`src/hw/rtl/qtba_pkg.sv`:
```
package qtba_pkg;

  // Defaults for the top-level parameters
  localparam int unsigned PARAM_COUNT_DEF = 7;
  localparam int unsigned BIN_COUNT_DEF   = 4096;

  // Field widths
  localparam int unsigned IDX_W     = 3;
  localparam int unsigned COEF_W    = 32;
  localparam int unsigned VALUE_W   = 48;
  localparam int unsigned BIN_NUM_W = 12;
  localparam int unsigned CFG_IDX_W = 3;

  // Term width: c*ph (48 bits) plus floor(c*pl / 2^24) (33 bits)
  localparam int unsigned TERM_W = 49;

  // Queue depths between front and back, and in front of the result port
  localparam int unsigned TQ_DEPTH = 8;
  localparam int unsigned RQ_DEPTH = 2;

  // Second index that marks a linear term
  localparam logic [IDX_W-1:0] LINEAR_MARK = 3'd7;

  // Configuration register indexes (parameter values sit below this one)
  localparam logic [CFG_IDX_W-1:0] CFG_INCLUDE_CENTRAL = 3'd7;

  // 1.0 in Q24.24
  localparam logic signed [VALUE_W-1:0] ONE_Q24 = 48'sh0000_0100_0000;

  // One term beat travelling from front to back
  typedef struct packed {
    logic signed [TERM_W-1:0] term;
    logic                     last;
  } term_beat_t;

  // One finished bin
  typedef struct packed {
    logic signed [VALUE_W-1:0] value;
    logic [BIN_NUM_W-1:0]      number;
    logic                      sat;
  } result_t;

endpackage

```
`src/hw/rtl/qtba_back.sv`:
```
module qtba_back #(
  parameter int unsigned BIN_COUNT = qtba_pkg::BIN_COUNT_DEF
) (
  input  logic                 clk_i,
  input  logic                 rst_ni,
  input  logic                 include_central_i,
  input  logic                 tq_empty_i,
  input  qtba_pkg::term_beat_t tq_data_i,
  output logic                 tq_pop_o,
  input  logic                 res_full_i,
  output logic                 res_push_o,
  output qtba_pkg::result_t    res_data_o
);

  localparam int unsigned BCW   = (BIN_COUNT > 1) ? $clog2(BIN_COUNT) : 1;
  localparam int unsigned VW    = qtba_pkg::VALUE_W;
  localparam int unsigned SUM_W = VW + 2;

  logic signed [VW-1:0]    running_q, running_d;
  logic                    open_q, open_d;
  logic                    sat_q, sat_d;
  logic [BCW-1:0]          bin_q, bin_d;

  logic                    take;
  logic signed [VW-1:0]    base;
  logic signed [SUM_W-1:0] sum;
  logic                    ovf;
  logic signed [VW-1:0]    clamped;

  // Take a beat unless it closes a bin and the result queue is full
  assign take       = !tq_empty_i && (!tq_data_i.last || !res_full_i);
  assign tq_pop_o   = take;
  assign res_push_o = take && tq_data_i.last;

  // Accumulate with saturation to the Q24.24 range
  always_comb begin
    if (open_q) begin
      base = running_q;
    end else begin
      base = include_central_i ? qtba_pkg::ONE_Q24 : '0;
    end
    sum = SUM_W'(base) + SUM_W'(tq_data_i.term);
    ovf = (sum[SUM_W-1:VW-1] != {(SUM_W - VW + 1){sum[SUM_W-1]}});
    if (!ovf) begin
      clamped = sum[VW-1:0];
    end else if (sum[SUM_W-1]) begin
      clamped = {1'b1, {(VW - 1){1'b0}}};
    end else begin
      clamped = {1'b0, {(VW - 1){1'b1}}};
    end
  end

  always_comb begin
    running_d = running_q;
    open_d    = open_q;
    sat_d     = sat_q;
    bin_d     = bin_q;
    if (take) begin
      running_d = clamped;
      sat_d     = (open_q && sat_q) || ovf;
      open_d    = !tq_data_i.last;
      if (tq_data_i.last) begin
        bin_d = (bin_q == BCW'(BIN_COUNT - 1)) ? '0 : bin_q + BCW'(1);
      end
    end
  end

  always_comb begin
    res_data_o.value  = clamped;
    res_data_o.number = qtba_pkg::BIN_NUM_W'(bin_q);
    res_data_o.sat    = (open_q && sat_q) || ovf;
  end

  always_ff @(posedge clk_i or negedge rst_ni) begin
    if (!rst_ni) begin
      running_q <= '0;
      open_q    <= 1'b0;
      sat_q     <= 1'b0;
      bin_q     <= '0;
    end else begin
      running_q <= running_d;
      open_q    <= open_d;
      sat_q     <= sat_d;
      bin_q     <= bin_d;
    end
  end

  assert property (@(posedge clk_i) disable iff (!rst_ni)
                   (take && tq_data_i.last) |=> !open_q)
    else $error("qtba_back: bin still open after its last term");

endmodule

```
`config.mk`:
```
export PLATFORM = sky130hd
export DESIGN_NAME = qtba_back
export DESIGN_NICKNAME = d
export VERILOG_FILES = /design/src/hw/rtl/qtba_pkg.sv /design/src/hw/rtl/qtba_back.sv
export SDC_FILE = /design/constraint.sdc
export NUM_CORES = 1
export LEC_CHECK = 0
export BUFFER_PORTS_ARGS = -buffer_cell sky130_fd_sc_hd__buf_2
export CAP_MARGIN = 20
export CORE_MARGIN = 5
export CORE_UTILIZATION = 50
export DETAILED_ROUTE_END_ITERATION = 16
export PLACE_DENSITY_LB_ADDON = 0.08
export SLEW_MARGIN = 20
export SYNTH_ARGS = -nofsm -noshare
export SYNTH_HDL_FRONTEND = slang
export SYNTH_SLANG_ARGS = --single-unit
```
`constraint.sdc`:
```
create_clock -name clk_i -period 3.5 [get_ports clk_i]
set_input_delay 0.175 -clock clk_i [delete_from_list [all_inputs] [get_ports clk_i]]
set_output_delay 0.175 -clock clk_i [all_outputs]
set_load 0.05 [all_outputs]
```
# Word-level counts from Yosys, hierarchy flattened
# Index checks and enable logic that the tools add are counted.
# classes
n_eq_ne	2
addsub	2
reduce_logical	9
muxes	5
# ops
operator	count
$mux 48	3
$add 48x49->50	1
$mux 25	1
$add 12x1->12 const B	1
$eq 12x12->1 const B	1
$mux 12	1
$logic_and 1x1->1	3
$logic_not 1->1	3
$logic_or 1x1->1	2
$ne 2x2->1	1
$reduce_and 2->1	1
# word_totals
elab_cells	22
register_bits	62
inputBits	55
output_inout_bits	63

# Longest topological paths before layout
# depth
depth_word	5
depth_mapped	17
mapped_depth_nobuf	14

# Least setup slack after synthesis
# Ideal clock, no wire load.
# synth_path
path_type	register to output
from	register open_q
to	output res_data_o[46] in the netlist's numbering
path_slack_ns	-0.974
n_path_buf	3
required_ns	3.325
t_arrival_ns	4.299
path_stages_with_launch	18
cell_sequence	dfrtp_1 > clkbuf_1 > and2_1 > ha_1 > inv_1 > fa_1 > nand2b_1 > a21o_1 > a31oi_2 > o211a_1 > o21ai_0 > a31oi_1 > o21ai_0 > a21oi_4 > nor2_4 > buf_6 > buf_2 > o21ai_0
# synth_lines
element	line	rtl
start, declared	qtba_back.sv:20	logic open_q, open_d;
start signal, assigned	qtba_back.sv:82	open_q <= open_d;
end, declared	qtba_back.sv:12	output qtba_pkg::result_t res_data_o

==> results.ini <==
[outcome]
status = finished with violations
violations = negative setup slack

[place]
dp.cells = 1216
place_area_um2 = 8740
dp_hpwl_mm = 16.5
place_ws_ps = -340
gp_congestion = 1.02
io_buffers = 117

[clock_network]
clock_path_buffers = 2
cts_buffers = 9
clock_sinks = 62
clk_pin_slew_ps = 60
cts-root-buf = clkbuf_16
cts_tree = built
clk_latency_ps = 350
cts.htree.levels = 3

[worst_setup_path]
cpMostUsedCell = buf_12
r2r-end = running_q[21]
cp.depth = 17
critPathSlowestCell = dfrtp_1
crit_buf_inv = 5
cp.required_ps = 3320
reg2reg_depth = 16
r2r-start = open_q
crit_arrival_ps = 3960
cp-start-kind = flop
critPathKind = reg -> out
cpPeakStageDelay_ps = 430
ff2ff_setup_slack_ps = -370
end_kind = output pin
critPathTopFamily = compound AO/OA/AOI/OAI gates
crit_fanout = 21
crit_chain = buf_12 > and2_1 > ha_4 > and3_4 > nand3_1 > a211o_4 > a211oi_4 > o21bai_4 > a21oi_4 > buf_4 > o21ai_4 > a21oi_4 > nor2_4 > buf_12 > buf_12 > o21ai_4 > buf_6

[die]
ioPinCount = 118
dieArea_um2 = 15000
die_x_um = 122
row_count = 41
start_util = 0.505
fp.coreArea_um2 = 12500
fp.dieH_um = 122

[synth]
synth_xor_area_frac = 0.0748
synth_warnings = 0
ys_types = 75
synthArstFlopShare = 1.00
synthCells = 806
synth_fp_nets = 912
avgSynthCellArea_um2 = 7.85
synth-edff-count = 0
synth_top_family_by_area = compound AO/OA/AOI/OAI gates
yosys.area_share.simple = 0.234
netlist_area_um2 = 6320
yosys_most_used_dff = dfrtp_1
ys_ff_latch = 62
synth_compound_area_frac = 0.288
synthMuxAreaShare = 0.0117
ys_seq_area_frac = 0.245
synthAdderAreaFrac = 0.102

[route]
viasPerCell = 5.92
drt-initial-drc-count = 659
antenna_left = 0
first_pass_iters = 5
wire_per_inst_um = 19.0
drc_errors = 0
dr_total_vias = 7409
wirelength_mm = 23.8

[sta]
period_share = 1.18
slew_headroom = 0.492
finalSetupViolCount = 95
worst_pin_slew_ps = 763
rsz0062_at_grt = true
fin_ws_ps = -638
hold_viol_final = 0
skew_ps = 8.77
fin_crit_ps = 4140
whs_ps = 366
maxSlewViolCount = 0
max_freq_mhz = 242

[min_path]
hold_class = in -> async

[grt]
grt_pass1_wl_mm = 38.0
grt_pass1_vias = 7579
grt_max_degree = 63
overflow = 0
gr-usage-all-layers = 0.316
antenna_found_initial = 0

[finish]
final_common_cell = buf_4
final_cell_mix = buf_4 (174), nand2_1 (86), buf_2 (67)
antenna_cells = 0
drive_gt1_frac = 0.411
instances_no_fill = 1251
fin_area_um2 = 10000
areaGrowthSynthToFinish_pct = 58.5
final_nets = 1180

[run]
maxCapViolations = 0

worst reg2reg max path: stages (launching register included):
cell	delay, ps
dfrtp_1	430
buf_12	180
and2_1	180
ha_4	300
and3_4	180
nand3_1	180
a211o_4	400
a211oi_4	330
o21bai_4	110
a21oi_4	210
buf_4	160
o21ai_4	60
a21oi_4	190
nor2_4	110
buf_4	160
bufbuf_16	280
o311ai_2	310
sequential cells by signal, indices dropped and copies added (netlist names):
name / count
bin_q: 12
open_q: 1
running_q: 48
sat_q: 1
cell type report:
type                       instances  area [um^2]
multi-input combinational        683         5370
timing repair buffer             303         2530
fill                             871         2490
sequential                        62         1550
clock buffer                       9          225
tap                              172          215
clock inverter                     7         72.6
inverter                          15         56.3
worst max-delay path by stage:
stage | startpoint | to | slack [ps]
finish | open_q | res_data_o[26] | -640
global placement | open_q | res_data_o[0] | -260
detailed placement | open_q | res_data_o[0] | -340
CTS | open_q | res_data_o[33] | -500
floorplan | open_q | res_data_o[35] | 2
global route | open_q | res_data_o[26] | -760
per-layer routing:
metal	track usage	wire, um	vias up
met5	0	0	-
met4	0.0980	595	0
met3	0.0456	1710	52
met2	0.529	11400	328
met1	0.424	10100	3533
li1	-	-	3496
through the flow:
step / setup TNS, ps / utilization
after floorplan: 0 / -
after global placement: -11830 / 0.698
after detailed placement: -20950 / 0.698
after CTS: -26650 / 0.783
after global routing: -49730 / 0.801
final: -38000 / 0.801
repair_timing:
action                                 4_1_cts  5_1_grt
hold buffers                                 0        1
setup endpoints to repair                   96       96
gates resized for setup                    151       46
endpoints found under the hold margin        0       43
gates cloned                                 3        0
setup buffers                               13        2
pin swaps                                   13       10
kinds of logic (layout without fill, tap and decap cells):
family                     count (synthesis)  count (layout)
xor gates and xnor gates                  54              54
adders and majority gates                 51              51
DFF                                       62              62
AOI/OAI and AO/OA                        278             278
buffers and inverters                     61             334
and+or+nand+nor                          293             293
muxes                                      7               7
cells in the mapped netlist, types with 11 or more instances:
| library cell | n | area [um^2] |
|---|---|---|
| a21o_1 | 17 | 128 |
| a21oi_1 | 61 | 305 |
| a31oi_1 | 11 | 68.8 |
| and2_1 | 54 | 338 |
| and3_1 | 12 | 75.1 |
| buf_2 | 12 | 60.1 |
| clkbuf_1 | 26 | 97.6 |
| dfrtp_1 | 62 | 1550 |
| ha_1 | 50 | 626 |
| inv_1 | 14 | 52.6 |
| nand2_1 | 96 | 360 |
| nand2b_1 | 17 | 106 |
| nand3_1 | 15 | 75.1 |
| nand4_1 | 15 | 93.8 |
| nor2_1 | 49 | 184 |
| nor3_1 | 11 | 55.1 |
| o211ai_1 | 17 | 128 |
| o21ai_0 | 86 | 430 |
| o311ai_0 | 16 | 140 |
| xnor2_1 | 29 | 254 |
| xor2_1 | 25 | 219 |
Power is not shown: default switching activity piles up to over one toggle a cycle in this logic, so the estimate is an artifact.
