### config.mk
export PLATFORM = sky130hd
export DESIGN_NAME = qtba_fifo
export DESIGN_NICKNAME = d
export VERILOG_FILES = /design/src/hw/rtl/qtba_fifo.sv
export SDC_FILE = /design/constraint.sdc
export NUM_CORES = 1
export LEC_CHECK = 0
export ABC_AREA = 1
export BUFFER_PORTS_ARGS = -buffer_cell sky130_fd_sc_hd__buf_4
export CAP_MARGIN = 20
export CORE_ASPECT_RATIO = 1.4
export CORE_MARGIN = 2
export CORE_UTILIZATION = 35
export DETAILED_ROUTE_END_ITERATION = 10
export PLACE_DENSITY = 0.54
export SETUP_SLACK_MARGIN = 0.1
export SYNTH_ARGS = -nofsm -noshare
export SYNTH_HDL_FRONTEND = slang
export SYNTH_SLANG_ARGS = --single-unit
### constraint.sdc
create_clock -name clk_i -period 1.9 [get_ports clk_i]
set_input_delay 0.095 -clock clk_i [delete_from_list [all_inputs] [get_ports clk_i]]
set_output_delay 0.095 -clock clk_i [all_outputs]
set_load 0.01 [all_outputs]
### src/hw/rtl/qtba_fifo.sv
module qtba_fifo #(
  parameter int unsigned WIDTH = 8,
  parameter int unsigned DEPTH = 2
) (
  input  logic             clk_i,
  input  logic             rst_ni,
  input  logic             push_i,
  input  logic [WIDTH-1:0] data_i,
  input  logic             pop_i,
  output logic [WIDTH-1:0] data_o,
  output logic             full_o,
  output logic             empty_o
);

  localparam int unsigned PW = (DEPTH > 1) ? $clog2(DEPTH) : 1;
  localparam int unsigned CW = $clog2(DEPTH + 1);

  logic [WIDTH-1:0] mem_q [DEPTH];
  logic [PW-1:0]    wr_ptr_q, wr_ptr_d;
  logic [PW-1:0]    rd_ptr_q, rd_ptr_d;
  logic [CW-1:0]    count_q, count_d;
  logic             do_push, do_pop;

  assign do_push = push_i && !full_o;
  assign do_pop  = pop_i && !empty_o;
  assign full_o  = (count_q == CW'(DEPTH));
  assign empty_o = (count_q == '0);
  assign data_o  = mem_q[rd_ptr_q];

  // Advance pointers with wrap at the depth
  always_comb begin
    wr_ptr_d = wr_ptr_q;
    rd_ptr_d = rd_ptr_q;
    count_d  = count_q;
    if (do_push) begin
      wr_ptr_d = (wr_ptr_q == PW'(DEPTH - 1)) ? '0 : wr_ptr_q + PW'(1);
    end
    if (do_pop) begin
      rd_ptr_d = (rd_ptr_q == PW'(DEPTH - 1)) ? '0 : rd_ptr_q + PW'(1);
    end
    if (do_push && !do_pop) begin
      count_d = count_q + CW'(1);
    end else if (do_pop && !do_push) begin
      count_d = count_q - CW'(1);
    end
  end

  always_ff @(posedge clk_i or negedge rst_ni) begin
    if (!rst_ni) begin
      wr_ptr_q <= '0;
      rd_ptr_q <= '0;
      count_q  <= '0;
    end else begin
      wr_ptr_q <= wr_ptr_d;
      rd_ptr_q <= rd_ptr_d;
      count_q  <= count_d;
    end
  end

  // Store the incoming beat
  always_ff @(posedge clk_i) begin
    if (do_push) begin
      mem_q[wr_ptr_q] <= data_i;
    end
  end

  // Upstream flow control must never push into a full queue
  assert property (@(posedge clk_i) disable iff (!rst_ni) push_i |-> !full_o)
    else $error("qtba_fifo: push while full");

  assert property (@(posedge clk_i) disable iff (!rst_ni)
                   (do_push && !do_pop) |=> (count_q == $past(count_q) + CW'(1)))
    else $error("qtba_fifo: fill count did not follow a push");

endmodule

Word level (Yosys, flattened, before mapping)
Memory sizes are Yosys's and may differ from the RTL's.
Index checks and enable logic that the tools add are counted.

storage, ports and cells
  flip-flop bits (word level) = 4
  bits in writable memories = 16
  bits of input ports = 12
  output and inout port bits = 10
  logic and storage cells = 25
  memories = 1

memories
  name   words  bits a word  read ports  clocked after Yosys merged registers in  wr ports  RTL line  RTL
  mem_q  2      8            1           0                                        1         18        logic [WIDTH-1:0] mem_q [DEPTH];

cells by class
  add/sub/neg operators = 4
  equality and inequality tests = 1
  multiplexer cells = 6
  reductions and logical operators = 10

operators with widths
  kind                                               number
  logical AND 1 bit                                  4
  zero test 1 bit                                    4
  two-way mux 1 bit                                  4
  two-way mux 2 bit                                  2
  adder 1 bit (second input constant)                2
  adder 2 x 1 -> 2 bit (second input constant)       1
  equality test 2 bit (second input constant)        1
  zero test 2 bit                                    1
  nonzero test 2 bit                                 1
  subtractor 2 x 1 -> 2 bit (second input constant)  1

Longest topological paths before layout
  word-level depth = 7
  depth in mapped cells = 9
  gate-level depth less buffers = 9

Least setup slack after synthesis
OpenSTA, ideal clock, no wires.

  path kind = reg-to-reg
  start point = reg count_q[1]
  end point = mem mem_q[1][0], enable pin
  setup time = 371 ps
  arrival time = 951 ps
  required time = 1,529 ps
  setup slack = 578 ps
  cell stages (with the launch flop) = 4
  path buffers = 0
  period minus slack after synthesis = 1,322 ps
  cell sequence = dfrtp_1 inv_1 o21ai_0 nor2_1

on the way
  longest elaborated chain between the ends = 5

RTL lines
  what                                     RTL line  RTL
  from (decl)                              21        logic [CW-1:0] count_q, count_d;
  from (signal assigned)                   56        count_q <= count_d;
  equality test 2 bit                      26        assign full_o = (count_q == CW'(DEPTH));
  zero test 1 bit                          24        assign do_push = push_i && !full_o;
  logical AND 1 bit                        24
  two-way mux 1 bit                        62        if (do_push) begin
  two-way mux 1 bit (implied by the code)  63        mem_q[wr_ptr_q] <= data_i;
  to (decl)                                18

No other way between the ends.

Final worst setup path
  start point = reg rd_ptr_q
  end point = out data_o[3]

on the way
  longest elaborated chain between the ends = 1

RTL lines
  what                     RTL line  RTL
  from (decl)              20        logic [PW-1:0] rd_ptr_q, rd_ptr_d;
  from (signal assigned)   55        rd_ptr_q <= rd_ptr_d;
  memory read (2 x 8 bit)  --
  to (decl)                10        output logic [WIDTH-1:0] data_o,

No other way between the ends.

==> results.rst <==
.. list-table::
   :header-rows: 1

   * - Metric
     - Value
   * - Status
     - finished, final reports clean
   * - Synth top cells by count
     - nand2_1, edfxtp_1, inv_1
   * - Fillers
     - 198
   * - Worst setup SP type
     - register
   * - Switching power
     - 536.7 uW
   * - Flops & latches, synth
     - 20
   * - Crit path required time
     - 1800 ps
   * - Pins Over Slew Limit
     - 0
   * - Total of cells resized after clock tree synthesis
     - 0
   * - Comb pwr share
     - 37.1%
   * - Via-per-instance ratio
     - about 4.5
   * - Average cell area after synthesis
     - 11.09 sq um
   * - Final critical delay including setup and external delays
     - 1399 ps
   * - DRT iter0 DRCs
     - 15
   * - Largest fanout on the critical path
     - 10
   * - Vias
     - between 500 and 600
   * - Insertion delay of the later-clocked pin in the worst-skew pair
     - 300 ps
   * - Top cell type's share of synthesized area
     - slightly below 60%
   * - Reg-to-Reg End
     - count_q[1]
   * - Top cells by area, synth
     - edfxtp_1, nand2_1, dfrtp_1, inv_1, ha_1
   * - Vias in the first global route
     - between 500 and 600
   * - Leakage power figure
     - 0.5370 nW
   * - Setup TNS
     - 0 ps
   * - Worst vdd ir
     - 0.8325 mV
   * - Setup WS pre-CTS
     - 534.6 ps
   * - Maximum number of pins on one net before global-route repair
     - 13
   * - Setup slack of the worst register-to-register path
     - 540 ps
   * - Final Hold Violating Endpoints
     - 0
   * - Root buffer cell
     - clkbuf_4
   * - Slew at the pin with the worst max-slew slack
     - 356.2 ps
   * - Final-report setup violation count
     - 0
   * - Number of max-cap violations
     - 0
   * - Primary flip-flop cell chosen by synthesis mapping
     - edfxtp_1
   * - Final worst-path cycle share
     - 73.64%
   * - Total met2 wirelength after detailed routing
     - roughly 670 microns
   * - Internal power contribution
     - ~1.1 mW
   * - Inserted Clock Buffers
     - 3
   * - Top metal layer carrying routed signals
     - met4
   * - Length of routed met3 wiring
     - 59 microns
   * - Depth of the worst register-to-register path
     - 6
   * - Relative max-transition margin
     - approximately 76%
   * - Overall routing resource usage
     - 12.38%
   * - Type of destination of the critical path
     - primary output
   * - Horizontal die dimension
     - 44.65 microns
   * - Share of total power in sequential cells
     - approximately 42%
   * - Hold Worst Slack
     - 45.68 ps
   * - Overflow after GRT
     - 0
   * - Synth warn
     - 0
   * - Number of I/O pins
     - 22
   * - Arrival time worst endpoint
     - 1300 ps
   * - HPWL reported at the end of detailed placement
     - ~990 microns
   * - Max Clk Rate
     - slightly above 700 MHz
   * - Clock tree from TritonCTS
     - built
   * - Count of nets left with antenna violations after detail routing
     - 0
   * - Number of antenna violations at the first check in global routing
     - 0
   * - CTS clock-pin slew for the worst setup and hold paths
     - 100 ps
   * - Number of placement rows
     - 20
   * - Clock network fraction of design power
     - 20.6%
   * - Post-detailed-placement cell area
     - 1005 sq um
   * - Maximum clock insertion buffer count
     - 2
   * - Iteration count of the initial detailed-routing pass
     - 4
   * - Starting Density
     - 37.18%
   * - Switching fraction of total power
     - 32.66%
   * - Most common cell in the netlist
     - nand2_1
   * - Die area
     - 2719 sq um
   * - Number of cells produced by synthesis
     - 73
   * - GPL Wtd Cong
     - just under 0.8
   * - Power per cell area
     - 1432 nW/um^2
   * - Number of enable flip-flop cells after synthesis
     - 16
   * - Clock H-tree levels
     - 1
   * - Final antenna diode count
     - 0
   * - Post-layout nets
     - 122
   * - DRC errors left
     - 0
   * - Dominant cell type by area after synthesis
     - edfxtp_1
   * - Classification of the worst setup path
     - reg2out
   * - Net count after synthesis
     - 86
   * - Post-route design area
     - roughly 1100 sq um
   * - Worst min-delay path category
     - in2reg
   * - Setup repair after global routing missed its margin
     - no
   * - Sequential area share after synthesis
     - 71.72%
   * - Die height
     - 60.91 microns
   * - Number of buffers inserted by port buffering
     - 21
   * - Placeable core area
     - 2177 sq um
   * - Share of final-layout standard cells stronger than drive strength 1
     - 27.78%
   * - Mapped cell area
     - 809.5 sq um
   * - Average wire per cell in the routed design
     - 10.78 microns
   * - Final core occ
     - 52.70%
   * - CTS Sinks
     - 20
   * - Worst-case clock skew
     - approximately 13 ps
   * - Total wire length after detailed routing
     - 1402 microns
   * - Async S/R FF share, synth
     - 20.00%
   * - Wire length the detailed router placed on met1
     - 660 microns
   * - Unique masters post-synth
     - 14
   * - Final setup slack of the worst path
     - 500.9 ps
   * - Post-synthesis to final-layout area growth
     - 41.73%
   * - Termination of the worst setup path
     - data_o[3]
   * - Reg-to-reg startpoint
     - count_q[0]
   * - Crit path from
     - rd_ptr_q
   * - First-pass GRT wire length
     - 2394 microns
==> layout make-up <==
cell class,count,area [sq um],area share [%]
clock buffers,3,22.52,1.963
clock inverters,1,30.03,2.617
inverters,8,30.03,2.617
multi-input cells,44,193.9,16.90
flip-flops and latches,20,580.6,50.60
well taps,22,27.53,2.399
repair buffers,32,262.8,22.90
==> metal layers <==
| metal | global-route usage (%) | vias to the layer above |
|---|---|---|
| met5 | 0 | - |
| met4 | 7.792 | 0 |
| met3 | 1.786 | 2 |
| met2 | 20.70 | 16 |
| met1 | 14.72 | 262 |
| li1 | - | 305 |
==> timing repair <==
action / CTS / global route
setup endpoints to repair: 0 / 0
hold buffers: 9 / 0
setup buffers: 0 / 0
hold endpoints to repair: 20 / 0
==> through the flow <==
| step | power, mW | std cells |
|---|---|---|
| 2_1_floorplan | 1.031 | 73 |
| 3_3_place_gp | 1.304 | 117 |
| 3_5_place_dp | 1.313 | 117 |
| 4_1_cts | 1.668 | 130 |
| 5_1_grt | 1.757 | 130 |
| 6_report | 1.643 | 130 |
==> layout by cell type (no fill, tap or decap) <==
cell	n
buf_4	23
bufinv_16	1
clkbuf_4	3
dfrtp_1	4
dlygate4sd3_1	9
edfxtp_1	16
ha_1	1
inv_1	7
inv_2	1
nand2_1	33
nand3_1	1
nand3b_1	1
nand4_1	1
nor2_1	2
nor2_2	2
o21ai_0	2
xnor2_1	1
==> critical path, cell delays in order (launching register included) <==
cell	delay, ps
dfrtp_1	570
inv_2	170
nand2_1	90
nand2_1	50
buf_4	140
==> kinds of logic (layout without fill, tap and decap cells) <==
kind of cell	after synthesis	in the layout	synth area share, %
buffers and inverters	9	44	4.327
AOI/OAI and AO/OA	2	2	1.237
and+or+nand+nor	40	40	20.09
xor gates and xnor gates	1	1	1.082
adders and majority gates	1	1	1.545
DFF	20	20	71.72
==> power by group through the flow <==
| stage | Clock (mW) | Combinational (mW) | Sequential [mW] |
|---|---|---|---|
| CTS | 0.348 | 0.623 | 0.697 |
| floorplan | 0 | 0.371 | 0.661 |
| finish | 0.339 | 0.610 | 0.695 |
| global route | 0.363 | 0.683 | 0.711 |
| detailed placement | 0 | 0.606 | 0.708 |
| global placement | 0 | 0.600 | 0.704 |
==> worst min path at each step <==
stage | startpoint | to | depth (start not counted)
after detailed placement | rst_ni | wr_ptr_q | 1
after global placement | rst_ni | wr_ptr_q | 1
final | pop_i | rd_ptr_q | 3
after global routing | pop_i | rd_ptr_q | 3
after floorplan | rst_ni | count_q[0] | 0
after CTS | pop_i | rd_ptr_q | 3
==> registers in the layout (all words and copies together), names as in the netlist <==
| register | count |
|---|---|
| count_q | 2 |
| rd_ptr_q | 1 |
| wr_ptr_q | 1 |
| mem_q | 16 |
Note: power is estimated with default switching activity, not from simulation.
